[src/rtl/tws_pkg.sv]
// ----------------------------------------------------------------------------
// tws_pkg
// Shared types and constants for the text whitespace stripper.
// ----------------------------------------------------------------------------
package tws_pkg;

    localparam int CNT_W = 6;

    localparam logic [7:0] NEWLINE_BYTE = 8'h0A;
    localparam logic [7:0] HASH_BYTE    = 8'h23;

    typedef struct packed {
        logic [7:0]       ch;
        logic [CNT_W-1:0] cnt;
        logic             nl_pre;
        logic             has_char;
        logic             nl_post;
        logic             done;
        logic             ovf;
    } cmd_t;

    typedef struct packed {
        logic [7:0] data;
        logic       valid;
        logic       last;
        logic       done;
        logic       ovf;
    } res_t;

    function automatic logic is_blank(input logic [7:0] c);
        return c inside {8'h20, 8'h09, 8'h0B, 8'h0C, 8'h0D};
    endfunction

endpackage

[src/rtl/tws_ram.sv]
// ----------------------------------------------------------------------------
// tws_ram
// Generic single-write, single-read RAM with registered read data.
// ----------------------------------------------------------------------------
module tws_ram #(
    parameter int WIDTH = 8,
    parameter int DEPTH = 32
) (
    input  logic                     aclk,
    input  logic                     wr_en,
    input  logic [$clog2(DEPTH)-1:0] wr_addr,
    input  logic [WIDTH-1:0]         wr_data,
    input  logic                     rd_en,
    input  logic [$clog2(DEPTH)-1:0] rd_addr,
    output logic [WIDTH-1:0]         rd_data
);

    logic [WIDTH-1:0] mem_reg [DEPTH];
    logic [WIDTH-1:0] rd_data_reg;

    always_ff @(posedge aclk) begin
        if (wr_en) begin
            mem_reg[wr_addr] <= wr_data;
        end
        if (rd_en) begin
            rd_data_reg <= mem_reg[rd_addr];
        end
    end

    assign rd_data = rd_data_reg;

endmodule

[src/rtl/tws_front.sv]
// ----------------------------------------------------------------------------
// tws_front
// Accepts text bytes, tracks line state, stores pending whitespace and
// issues one command per byte that produces output.
// ----------------------------------------------------------------------------
module tws_front #(
    parameter int SPACE_DEPTH = 32
) (
    input  logic                           aclk,
    input  logic                           aresetn,
    input  logic                           cfg_valid,
    output logic                           cfg_ready,
    input  logic                           cfg_data,
    input  logic                           s_tvalid,
    output logic                           s_tready,
    input  logic [7:0]                     s_tdata,
    input  logic                           s_tlast,
    input  logic                           q_full,
    input  logic                           store_free,
    output logic                           push,
    output tws_pkg::cmd_t                  cmd,
    output logic                           wr_en,
    output logic [$clog2(SPACE_DEPTH)-1:0] wr_addr,
    output logic [7:0]                     wr_data
);

    localparam int AW = $clog2(SPACE_DEPTH);

    logic                      skip_reg;
    logic                      at_ls_reg, at_ls_next;
    logic                      in_cmt_reg, in_cmt_next;
    logic                      lht_reg, lht_next;
    logic                      bp_reg, bp_next;
    logic                      ae_reg, ae_next;
    logic [tws_pkg::CNT_W-1:0] cnt_reg, cnt_next;
    logic                      ovf_reg, ovf_next;
    logic                      busy_reg;
    logic                      acc;
    logic                      ws_write;

    assign cfg_ready = 1'b1;
    assign s_tready  = !busy_reg && !q_full;
    assign acc       = s_tvalid && s_tready;

    always_comb begin
        at_ls_next  = at_ls_reg;
        in_cmt_next = in_cmt_reg;
        lht_next    = lht_reg;
        bp_next     = bp_reg;
        ae_next     = ae_reg;
        cnt_next    = cnt_reg;
        ovf_next    = ovf_reg;
        ws_write    = 1'b0;
        cmd         = '0;
        cmd.ch      = s_tdata;

        if (in_cmt_reg) begin
            if (s_tdata == tws_pkg::NEWLINE_BYTE) begin
                in_cmt_next = 1'b0;
                at_ls_next  = 1'b1;
            end
        end else if (at_ls_reg && skip_reg && s_tdata == tws_pkg::HASH_BYTE) begin
            in_cmt_next = 1'b1;
            at_ls_next  = 1'b0;
        end else if (s_tdata == tws_pkg::NEWLINE_BYTE) begin
            if (lht_reg) begin
                cmd.has_char = 1'b1;
            end else begin
                bp_next = 1'b1;
            end
            at_ls_next = 1'b1;
            lht_next   = 1'b0;
            cnt_next   = '0;
        end else if (tws_pkg::is_blank(s_tdata)) begin
            if (cnt_reg < tws_pkg::CNT_W'(SPACE_DEPTH)) begin
                ws_write = 1'b1;
                cnt_next = cnt_reg + tws_pkg::CNT_W'(1);
            end else begin
                ovf_next = 1'b1;
            end
            at_ls_next = 1'b0;
        end else begin
            if (!lht_reg) begin
                cmd.nl_pre = bp_reg && ae_reg;
                bp_next    = 1'b0;
            end
            cmd.cnt      = cnt_reg;
            cmd.has_char = 1'b1;
            cnt_next     = '0;
            lht_next     = 1'b1;
            ae_next      = 1'b1;
            at_ls_next   = 1'b0;
        end

        cmd.nl_post = s_tlast && !in_cmt_next && lht_next;
        cmd.done    = s_tlast;
        cmd.ovf     = ovf_next;
    end

    assign push    = acc && (cmd.has_char || cmd.nl_post || s_tlast);
    assign wr_en   = acc && ws_write;
    assign wr_addr = cnt_reg[AW-1:0];
    assign wr_data = s_tdata;

    always_ff @(posedge aclk) begin
        if (!aresetn) begin
            skip_reg   <= 1'b0;
            at_ls_reg  <= 1'b1;
            in_cmt_reg <= 1'b0;
            lht_reg    <= 1'b0;
            bp_reg     <= 1'b0;
            ae_reg     <= 1'b0;
            cnt_reg    <= '0;
            ovf_reg    <= 1'b0;
            busy_reg   <= 1'b0;
        end else begin
            if (cfg_valid && cfg_ready) begin
                skip_reg <= cfg_data;
            end
            if (push && cmd.cnt != '0) begin
                busy_reg <= 1'b1;
            end else if (store_free) begin
                busy_reg <= 1'b0;
            end
            if (acc) begin
                if (s_tlast) begin
                    at_ls_reg  <= 1'b1;
                    in_cmt_reg <= 1'b0;
                    lht_reg    <= 1'b0;
                    bp_reg     <= 1'b0;
                    ae_reg     <= 1'b0;
                    cnt_reg    <= '0;
                    ovf_reg    <= 1'b0;
                end else begin
                    at_ls_reg  <= at_ls_next;
                    in_cmt_reg <= in_cmt_next;
                    lht_reg    <= lht_next;
                    bp_reg     <= bp_next;
                    ae_reg     <= ae_next;
                    cnt_reg    <= cnt_next;
                    ovf_reg    <= ovf_next;
                end
            end
        end
    end

endmodule

[src/rtl/tws_queue.sv]
// ----------------------------------------------------------------------------
// tws_queue
// Two-entry command queue between the front and back ends.
// ----------------------------------------------------------------------------
module tws_queue (
    input  logic          aclk,
    input  logic          aresetn,
    input  logic          push,
    input  tws_pkg::cmd_t push_cmd,
    input  logic          pop,
    output tws_pkg::cmd_t head,
    output logic          full,
    output logic          empty
);

    tws_pkg::cmd_t q_reg [2];
    logic          wr_ptr_reg;
    logic          rd_ptr_reg;
    logic [1:0]    count_reg;

    assign full  = count_reg == 2'd2;
    assign empty = count_reg == 2'd0;
    assign head  = q_reg[rd_ptr_reg];

    always_ff @(posedge aclk) begin
        if (push) begin
            q_reg[wr_ptr_reg] <= push_cmd;
        end
    end

    always_ff @(posedge aclk) begin
        if (!aresetn) begin
            wr_ptr_reg <= 1'b0;
            rd_ptr_reg <= 1'b0;
            count_reg  <= 2'd0;
        end else begin
            if (push) begin
                wr_ptr_reg <= !wr_ptr_reg;
            end
            if (pop) begin
                rd_ptr_reg <= !rd_ptr_reg;
            end
            if (push && !pop) begin
                count_reg <= count_reg + 2'd1;
            end else if (pop && !push) begin
                count_reg <= count_reg - 2'd1;
            end
        end
    end

endmodule

[src/rtl/tws_back.sv]
// ----------------------------------------------------------------------------
// tws_back
// Executes commands: emits the optional leading newline, held whitespace,
// byte and closing newline, or a bare done marker, into the output register.
// ----------------------------------------------------------------------------
module tws_back #(
    parameter int SPACE_DEPTH = 32
) (
    input  logic                           aclk,
    input  logic                           aresetn,
    input  tws_pkg::cmd_t                  head,
    input  logic                           q_empty,
    output logic                           pop,
    output logic                           store_free,
    output logic                           rd_en,
    output logic [$clog2(SPACE_DEPTH)-1:0] rd_addr,
    input  logic [7:0]                     rd_data,
    output logic                           m_valid,
    input  logic                           m_ready,
    output tws_pkg::res_t                  m_res
);

    localparam int AW = $clog2(SPACE_DEPTH);

    typedef enum logic [2:0] {
        B_IDLE,
        B_PRE,
        B_RD,
        B_SP,
        B_CHAR,
        B_POST,
        B_BARE
    } state_t;

    state_t                    state_reg;
    tws_pkg::cmd_t             cmd_reg;
    logic [tws_pkg::CNT_W-1:0] idx_reg;
    logic                      m_valid_reg;
    tws_pkg::res_t             m_res_reg;
    logic                      out_free;
    logic                      load;
    logic                      sp_last;
    tws_pkg::res_t             res_next;
    state_t                    first_state;

    assign out_free   = !m_valid_reg || m_ready;
    assign pop        = state_reg == B_IDLE && !q_empty;
    assign rd_en      = state_reg == B_RD;
    assign rd_addr    = idx_reg[AW-1:0];
    assign sp_last    = (idx_reg + tws_pkg::CNT_W'(1)) == cmd_reg.cnt;
    assign store_free = state_reg == B_SP && out_free && sp_last;

    always_comb begin
        if (head.nl_pre) begin
            first_state = B_PRE;
        end else if (head.cnt != '0) begin
            first_state = B_RD;
        end else if (head.has_char) begin
            first_state = B_CHAR;
        end else if (head.nl_post) begin
            first_state = B_POST;
        end else begin
            first_state = B_BARE;
        end
    end

    always_comb begin
        res_next     = '0;
        res_next.ovf = cmd_reg.ovf;
        load         = 1'b0;
        case (state_reg)
            B_PRE: begin
                load           = out_free;
                res_next.data  = tws_pkg::NEWLINE_BYTE;
                res_next.valid = 1'b1;
            end
            B_SP: begin
                load           = out_free;
                res_next.data  = rd_data;
                res_next.valid = 1'b1;
            end
            B_CHAR: begin
                load           = out_free;
                res_next.data  = cmd_reg.ch;
                res_next.valid = 1'b1;
                res_next.last  = !cmd_reg.nl_post;
                res_next.done  = cmd_reg.done && !cmd_reg.nl_post;
            end
            B_POST: begin
                load           = out_free;
                res_next.data  = tws_pkg::NEWLINE_BYTE;
                res_next.valid = 1'b1;
                res_next.last  = 1'b1;
                res_next.done  = cmd_reg.done;
            end
            B_BARE: begin
                load          = out_free;
                res_next.last = 1'b1;
                res_next.done = 1'b1;
            end
            default: begin
                load = 1'b0;
            end
        endcase
    end

    always_ff @(posedge aclk) begin
        if (!aresetn) begin
            state_reg   <= B_IDLE;
            m_valid_reg <= 1'b0;
        end else begin
            if (load) begin
                m_valid_reg <= 1'b1;
                m_res_reg   <= res_next;
            end else if (m_ready) begin
                m_valid_reg <= 1'b0;
            end
            case (state_reg)
                B_IDLE: begin
                    if (pop) begin
                        cmd_reg   <= head;
                        idx_reg   <= '0;
                        state_reg <= first_state;
                    end
                end
                B_PRE: begin
                    if (load) begin
                        state_reg <= (cmd_reg.cnt != '0) ? B_RD : B_CHAR;
                    end
                end
                B_RD: begin
                    state_reg <= B_SP;
                end
                B_SP: begin
                    if (load) begin
                        idx_reg   <= idx_reg + tws_pkg::CNT_W'(1);
                        state_reg <= sp_last ? B_CHAR : B_RD;
                    end
                end
                B_CHAR: begin
                    if (load) begin
                        state_reg <= cmd_reg.nl_post ? B_POST : B_IDLE;
                    end
                end
                B_POST, B_BARE: begin
                    if (load) begin
                        state_reg <= B_IDLE;
                    end
                end
                default: begin
                    state_reg <= B_IDLE;
                end
            endcase
        end
    end

    assign m_valid = m_valid_reg;
    assign m_res   = m_res_reg;

endmodule

[src/rtl/text_whitespace_stripper.sv]
// ----------------------------------------------------------------------------
// text_whitespace_stripper
// Streaming text cleaner: strips trailing whitespace, collapses blank lines,
// optionally drops comment lines and terminates the text with a newline.
// ----------------------------------------------------------------------------
// One byte is taken per cycle while the two-entry command queue has room and
// no held whitespace is being released. Bytes that cause no result issue no
// command. The back end takes a command while idle, then emits each plain
// result directly and each held whitespace byte through the store's
// registered read port, a read state followed by an output state. From the
// cycle after the transfer of a byte that releases held whitespace until its
// last held byte reaches the output register no new byte is taken. The output
// register stalls the back end while m_tready is low. Whitespace beyond
// SPACE_DEPTH bytes in one run is dropped and flagged.
// ----------------------------------------------------------------------------
module text_whitespace_stripper #(
    parameter int SPACE_DEPTH = 32
) (
    input  logic       aclk,
    input  logic       aresetn,
    input  logic       cfg_valid,
    output logic       cfg_ready,
    input  logic       cfg_data,      // skip_comment_lines
    input  logic       s_tvalid,
    output logic       s_tready,
    input  logic [7:0] s_tdata,       // text_byte
    input  logic       s_tlast,       // end_of_text
    output logic       m_tvalid,
    input  logic       m_tready,
    output logic [7:0] m_tdata,       // out_byte
    output logic       m_tlast,       // last_of_run
    output logic [2:0] m_tuser        // byte_valid, text_done, space_overflow
);

    localparam int AW = $clog2(SPACE_DEPTH);

    tws_pkg::cmd_t push_cmd;
    tws_pkg::cmd_t head;
    tws_pkg::res_t m_res;
    logic          push;
    logic          pop;
    logic          q_full;
    logic          q_empty;
    logic          store_free;
    logic          wr_en;
    logic [AW-1:0] wr_addr;
    logic [7:0]    wr_data;
    logic          rd_en;
    logic [AW-1:0] rd_addr;
    logic [7:0]    rd_data;

    tws_front #(.SPACE_DEPTH(SPACE_DEPTH)) u_front (
        .aclk       (aclk),
        .aresetn    (aresetn),
        .cfg_valid  (cfg_valid),
        .cfg_ready  (cfg_ready),
        .cfg_data   (cfg_data),
        .s_tvalid   (s_tvalid),
        .s_tready   (s_tready),
        .s_tdata    (s_tdata),
        .s_tlast    (s_tlast),
        .q_full     (q_full),
        .store_free (store_free),
        .push       (push),
        .cmd        (push_cmd),
        .wr_en      (wr_en),
        .wr_addr    (wr_addr),
        .wr_data    (wr_data)
    );

    tws_ram #(.WIDTH(8), .DEPTH(SPACE_DEPTH)) u_store (
        .aclk    (aclk),
        .wr_en   (wr_en),
        .wr_addr (wr_addr),
        .wr_data (wr_data),
        .rd_en   (rd_en),
        .rd_addr (rd_addr),
        .rd_data (rd_data)
    );

    tws_queue u_queue (
        .aclk     (aclk),
        .aresetn  (aresetn),
        .push     (push),
        .push_cmd (push_cmd),
        .pop      (pop),
        .head     (head),
        .full     (q_full),
        .empty    (q_empty)
    );

    tws_back #(.SPACE_DEPTH(SPACE_DEPTH)) u_back (
        .aclk       (aclk),
        .aresetn    (aresetn),
        .head       (head),
        .q_empty    (q_empty),
        .pop        (pop),
        .store_free (store_free),
        .rd_en      (rd_en),
        .rd_addr    (rd_addr),
        .rd_data    (rd_data),
        .m_valid    (m_tvalid),
        .m_ready    (m_tready),
        .m_res      (m_res)
    );

    assign m_tdata = m_res.data;
    assign m_tlast = m_res.last;
    assign m_tuser = {m_res.ovf, m_res.done, m_res.valid};

endmodule

[config.mk]
export PLATFORM = sky130hd
export DESIGN_NAME = text_whitespace_stripper
export DESIGN_NICKNAME = d
export VERILOG_FILES = /design/src/rtl/tws_pkg.sv /design/src/rtl/tws_ram.sv /design/src/rtl/tws_front.sv /design/src/rtl/tws_queue.sv /design/src/rtl/tws_back.sv /design/src/rtl/text_whitespace_stripper.sv
export SDC_FILE = /design/constraint.sdc
export NUM_CORES = 1
export LEC_CHECK = 0
export BUFFER_PORTS_ARGS = -buffer_cell sky130_fd_sc_hd__buf_2
export CORE_AREA = 3 3 168 170
export CTS_CLUSTER_DIAMETER = 100
export DETAILED_ROUTE_END_ITERATION = 10
export DIE_AREA = 0 0 171 173
export PLACE_DENSITY = 0.8
export SETUP_SLACK_MARGIN = 0.05
export SLEW_MARGIN = 20
export SYNTH_ARGS = -nofsm -noshare
export SYNTH_HDL_FRONTEND = slang
export SYNTH_HIERARCHICAL = 1
export SYNTH_SLANG_ARGS = --single-unit
[constraint.sdc]
create_clock -name aclk -period 8.7 [get_ports aclk]
set_input_delay 1.74 -clock aclk [delete_from_list [all_inputs] [get_ports aclk]]
set_output_delay 1.74 -clock aclk [all_outputs]
set_load 0.01 [all_outputs]
==> run summary, run 1 <==
run status: finished, final reports clean
Post-synth EDFFs: 337
post-synthesis register bit count: 360
cell area after synthesis: 14760 µm²
Synth Flop Type: edfxtp_1
Routed Antenna Nets: 0
NumNets Final: 821
Avg Inst Size Synth: 18.61 µm²
wire per inst: 26.52 µm
Max clock buf depth: 3
hold_buf cts: 0
Max-slew headroom: 0.3377
Vias per Instance: 6.415
number of distinct library cells after synthesis: 67
HPWL after DPL: 18.63 mm
Setup Skew: 0.01769 ns
Final Hold Fails: 0
sequential-to-total area share from yosys stat: 0.7169
CTS tree: yes
core area: 26880 µm²
Die H: 173 µm
max-slew violation count: 0
Post-Synthesis Cells: 793
crit-path max FO: 39
I/O pin count: 30
Critical Path Start: s_tdata[5]
final critical-path required period: 5.275 ns
Setup CP Type: input port to register
R2R Path Start: u_queue/count_reg[0]$_SDFFE_PN0P_
num rows: 60
arrival time at the worst endpoint: 5.41 ns
initial antenna violation count: 0
Resized Gates After CTS: 0
critical path launch point type: input port
GR Overflow Total: 0
largest net degree at the start of global routing: 68
Total GRT Usage: 0.2138
DRT Pass-1 Iters: 5
drt drc: 0
Routed Wire Length: 30.95 mm
Clock Tree Root: clkbuf_16
Starting Density: 0.5491
Lkg Pwr: 5.200 nW
vias in the first global route: 7450
worst skew pair latency: 0.52 ns
Largest register FFs: 256
worst vdd ir: 0.1794 mV
hold path start: u_back/cmd_reg[0]$_DFFE_PP_
most common cell after layout, fill and taps aside: edfxtp_1
Pwr Density: 267.7 nW/µm²
H-Tree Depth: 2
PortBufs: 28
endpoints failing setup: 0
period utilization: 0.6063
Tot Pwr: 4.329 mW
DRT iter0 DRCs: 911
Synth Net Count: 811
Max-Cap Viols: 0
RSZ-0062 raised after global routing: false
cts bufs inserted: 36
commonest non-fill, non-tap cells in the layout: edfxtp_1, mux4_2, nor2_1, clkbuf_16, buf_2
Hold WC Path Type: register to register
gpl congestion: 0.9102
YS warnings: 6
n_diodes: 0
DIE WIDTH: 171 µm
final setup TNS: 0 ns
multi-input logic area: 3760 µm²
layout cells sized above 1: 0.2482
Post-CTS Setup Bufs: 0
first-pass GRT wire length: 46.95 mm
number of clock sinks: 360
reg-to-reg setup timing slack: 4.90 ns
Fillers: 1849
register area: 10580 µm²
asr flop ratio synth: 0
synth-to-layout area growth: 9.555%
worst path required time: 8.84 ns
Worst-path clk slew: 0.06 ns
Die ar.: 29580 µm²
Via Count: 7486
maximum clock rate: 189.6 MHz
CP endpoint kind: register
Worst-Margin Slew: 0.9844 ns
[metal layers]
layer / wire length (µm) / vias up / GRT usage
met5: 0 / - / 0
met4: 991 / 0 / 0.07646
li1: - / 3174 / -
met3: 2547 / 54 / 0.04984
met1: 12630 / 3870 / 0.3096
met2: 14790 / 388 / 0.3232
[cell families after synthesis]
| family | share of synthesized area |
|---|---|
| adders and majority gates | 0.003222 |
| AOI/OAI and AO/OA | 0.03535 |
| other | 0.0002541 |
| and+or+nand+nor | 0.06138 |
| buffers and inverters | 0.02866 |
| xor gates and xnor gates | 0.01017 |
| muxes | 0.1440 |
| DFF | 0.7169 |
[critical path: stages]
cell	delay [ns]
buf_2	0.60
nor4b_1	0.38
a211oi_2	0.21
nand2b_1	0.25
nor4_1	0.69
nand3b_1	0.72
nor2_1	0.82
[through the flow]
step,cells,setup slack (ns),utilization,hold slack [ns],instance area (µm²)
after floorplan,793,4.407,-,0.4003,14760
after global placement,1105,3.257,0.5567,0.4243,14960
after detailed placement,1105,3.106,0.5567,0.4077,14960
after CTS,1166,3.536,0.6004,0.4349,16140
after global routing,1167,3.250,0.6016,0.4478,16170
final,1167,3.425,0.6016,0.4271,16170
[worst paths after layout]
path / end / cells past startpoint
setup / recovery: u_store/mem_reg[6][5]$_DFFE_PP_ / 7
hold / removal: u_back/m_res[0]$_DFFE_PP_ / 0
setup reg to reg: u_store/mem_reg[6][5]$_DFFE_PP_ / 5
hold reg to reg: u_back/m_res[0]$_DFFE_PP_ / 0
[synthesized netlist by cell type (6+ instances only)]
cell      instances  area, µm²
mux2_2           27      304.0
and3_1            6      37.54
nand3_1          11      55.05
a21oi_1          12      60.06
mux4_2           80       1802
xnor2_1           7      61.31
nor3_1           10      50.05
o21ai_0           9      45.04
inv_1             8      30.03
and2_1           14      87.58
edfxtp_1        337      10120
a22o_1            7      61.31
dfxtp_1          23      460.4
buf_4            35      262.8
nor4_1            6      37.54
nand2_1          20      75.07
clkbuf_1         15      56.30
nor2b_1          10      62.56
nor2_1           58      217.7
o21a_1            8      60.06
[cell type report]
class / instances / share of cell area
flip-flops and latches: 360 / 0.6544
multi-input cells: 364 / 0.2325
clock buffers: 42 / 0.05974
well taps: 341 / 0.02639
clock inverters: 19 / 0.01285
repair buffers: 33 / 0.01223
inverters: 8 / 0.001857
[where the power goes]
group	total, mW	leakage (nW)	internal, mW	switching, mW
Combinational	0.694	1.39	0.337	0.357
Clock	1.54	0.570	0.913	0.622
Sequential	2.10	3.24	2.02	0.0834
Note: power is estimated with default switching activity, not from simulation.
==> run 2, diff against run 1 <==
ABC_AREA = 1   (was not set)
CORE_AREA = 3 3 173 175   (was 3 3 168 170)
DIE_AREA = 0 0 176 178   (was 0 0 171 173)
clock period = 4.9 ns   (was 8.7 ns; I/O delays follow)
==> run summary, run 2 <==
worst vdd ir: 0.2873 mV (+60%)
top cells by count, synth: nand2_1, edfxtp_1, nand3_1, nor2_1, inv_1
cell area after synthesis: 15680 µm² (+6.2%)
Die ar.: 31330 µm² (+5.9%)
cts bufs inserted: 36 (unchanged)
Synth Net Count: 1408 (+74%)
most common cell after layout, fill and taps aside: nand2_1
DRT Pass-1 Iters: 6 (+1)
Tot Pwr: 8.031 mW (+86%)
Yosys top cell by area: edfxtp_1
crit-path max FO: 70 (+79%)
Starting Density: 0.5476 (-0.001515)
Worst-Margin Slew: 1.019 ns (+0.03468 ns)
H-Tree Depth: 2 (unchanged)
worst hold margin: 0.4272 ns (+0.0001310 ns)
maximum clock rate: 282.7 MHz
hold path start: u_back/cmd_reg[0]$_DFFE_PP_
Lkg Pwr: 6.446 nW (+24%)
endpoints failing setup: 0 (unchanged)
post-layout util: 0.5969 (-0.004634)
Hold WC Path Type: register to register
Setup CP Type: register to register
Resized Gates After CTS: 0 (unchanged)
Via Count: 10390 (+39%)
Avg Inst Size Synth: 11.28 µm² (-39%)
WHS Path Cells: 0 (unchanged)
most area-consuming cells after synthesis: edfxtp_1, nand2_1, nand3_1
DRT iter0 DRCs: 1573 (+73%)
Routed Wire Length: 34.74 mm (+12%)
run status: finished, final reports clean
placed cells: 1759 (+59%)
layout cells sized above 1: 0.1398 (-0.1084)
Post-Synthesis Cells: 1390 (+75%)
n_diodes: 0 (unchanged)
Post-synth EDFFs: 337 (unchanged)
PortBufs: 28 (unchanged)
num rows: 62 (+3.3%)
Setup Skew: 0.02899 ns (+0.01129 ns)
Clock Tree Root: clkbuf_16
Max clock buf depth: 3 (unchanged)
Routed Antenna Nets: 0 (unchanged)
reg-to-reg setup timing slack: 1.36 ns (-3.54 ns)
YS warnings: 6 (unchanged)
initial antenna violation count: 0 (unchanged)
wire per inst: 19.06 µm (-28%)
critical path launch point type: register
Pwr Density: 470.0 nW/µm² (+76%)
Vias per Instance: 5.705 (-11%)
R2R depth: 11 (+6)
max-slew violation count: 0 (unchanged)
arrival time at the worst endpoint: 3.81 ns (-1.60 ns)
final critical-path required period: 3.538 ns
RSZ-0062 raised after global routing: false
Final Hold Fails: 0 (unchanged)
largest net degree at the start of global routing: 91 (+34%)
vias in the first global route: 10010 (+34%)
count leader, synth: nand2_1
fin area: 17090 µm² (+5.7%)
post-place setup slack: 0.9875 ns (-2.118 ns)
Largest register FFs: 256 (unchanged)
hold_buf cts: 0 (unchanged)
number of clock sinks: 360 (unchanged)
post-synthesis register bit count: 360 (unchanged)
GR Overflow Total: 0 (unchanged)
synth-to-layout area growth: 9.012%
final setup TNS: 0 ns (unchanged)
Max-Cap Viols: 0 (unchanged)
worst skew pair latency: 0.52 ns (about the same)
Max-slew headroom: 0.3198 (-0.01786)
worst path required time: 5.17 ns (-3.67 ns)
I/O pin count: 30 (unchanged)
period utilization: 0.7220
top-area cell type share of the netlist area: 0.6456 (-0.04012)
Worst Setup Slack, final: 1.362 ns (-2.063 ns)
DIE WIDTH: 176 µm (+2.9%)
commonest non-fill, non-tap cells in the layout: nand2_1, edfxtp_1, nand3_1, nor2_1, inv_1
core area: 28630 µm² (+6.5%)
CP endpoint kind: register
Finished Layout Cells: 1822 (+56%)
Synth Flop Type: edfxtp_1
R2R Path Start: u_back/idx_reg[0]$_SDFFCE_PP0P_
asr flop ratio synth: 0 (unchanged)
drt drc: 0 (unchanged)
first-pass GRT wire length: 53.85 mm (+15%)
CTS tree: yes
Post-CTS Setup Bufs: 0 (unchanged)
number of distinct library cells after synthesis: 49 (-27%)
gpl congestion: 0.9170 (+0.75%)
NumNets Final: 1431 (+74%)
reg-to-reg endpoint: u_store/rd_data[7]$_DFFE_PP_
HPWL after DPL: 21.28 mm (+14%)
Placed Area: 15940 µm² (+6.6%)
Hold Path End: u_back/m_res[0]$_DFFE_PP_
Worst-path clk slew: 0.06 ns (about the same)
Die H: 178 µm (+2.9%)
Total GRT Usage: 0.2218 (+0.007943)
sequential-to-total area share from yosys stat: 0.6750 (-0.04195)
==> run 2: cell count changes after synthesis, moves of 13 or more <==
cell     previous run  this run
nand2_1            20       437
nand3_1            11       231
mux4_2             80         0
inv_1               8        50
buf_6               4        26
nor2_1             58        80
inv_2               0        19
mux2_2             27         9
and2_1             14         1
buf_2               2        15
==> run 2: area by class of cell <==
class / instances / area [µm²]
clock inverters: 18 / 153.9
fillers: 2127 / 11540
multi-input cells: 871 / 4140
repair buffers: 71 / 462.9
flip-flops and latches: 360 / 10580
well taps: 384 / 480.5
inverters: 73 / 282.8
clock buffers: 45 / 987.2
==> run 2: worst max-delay path, stage by stage, from the launching register on <==
cell and delay [ns]:
edfxtp_1 0.33, buf_4 0.43, clkinv_2 0.94, buf_4 0.66, nand2_1 0.14, nand3_1 0.09
nand3_1 0.18, nand2_1 0.07, nand2_1 0.09, nand2_1 0.16, nand2_1 0.09, nand2_1 0.07
==> run 2: worst max path at each step <==
stage,from,endpoint,slack [ns],cells after the start
floorplan,aresetn,u_back/idx_reg[0]$_SDFFCE_PP0P_,1.90,3
global route,u_back/idx_reg[0]$_SDFFCE_PP0P_,u_store/rd_data[2]$_DFFE_PP_,1.10,11
CTS,u_back/idx_reg[0]$_SDFFCE_PP0P_,u_store/rd_data[7]$_DFFE_PP_,1.43,11
global placement,s_tdata[1],u_store/mem_reg[0][7]$_DFFE_PP_,1.06,12
finish,u_back/idx_reg[0]$_SDFFCE_PP0P_,u_store/rd_data[7]$_DFFE_PP_,1.36,11
detailed placement,s_tdata[1],u_store/mem_reg[0][2]$_DFFE_PP_,0.99,12
==> run 2: metal layers <==
metal	wire [µm]	part of all wire	up-vias	track usage
met5	0	0	-	0
met4	985	0.028	0	0.06895
met3	3321	0.096	90	0.03789
met2	16950	0.49	597	0.3712
met1	13480	0.39	4911	0.3002
li1	-	-	4796	-
==> run 2: cell families after synthesis <==
family | synth area share
compound gates | 0.01980
buf+inv | 0.06138
other cells | 0.0002392
fa+ha+maj | 0.002395
xor+xnor | 0.001677
mux | 0.01604
simple gates | 0.2235
flops | 0.6750
==> run 2: power by group <==
group          total (mW)  leakage [nW]  internal, mW  switching [mW]
clock network        2.64         0.549          1.54            1.10
registers            3.75          3.25          3.61           0.139
logic                1.65          2.65         0.513            1.13
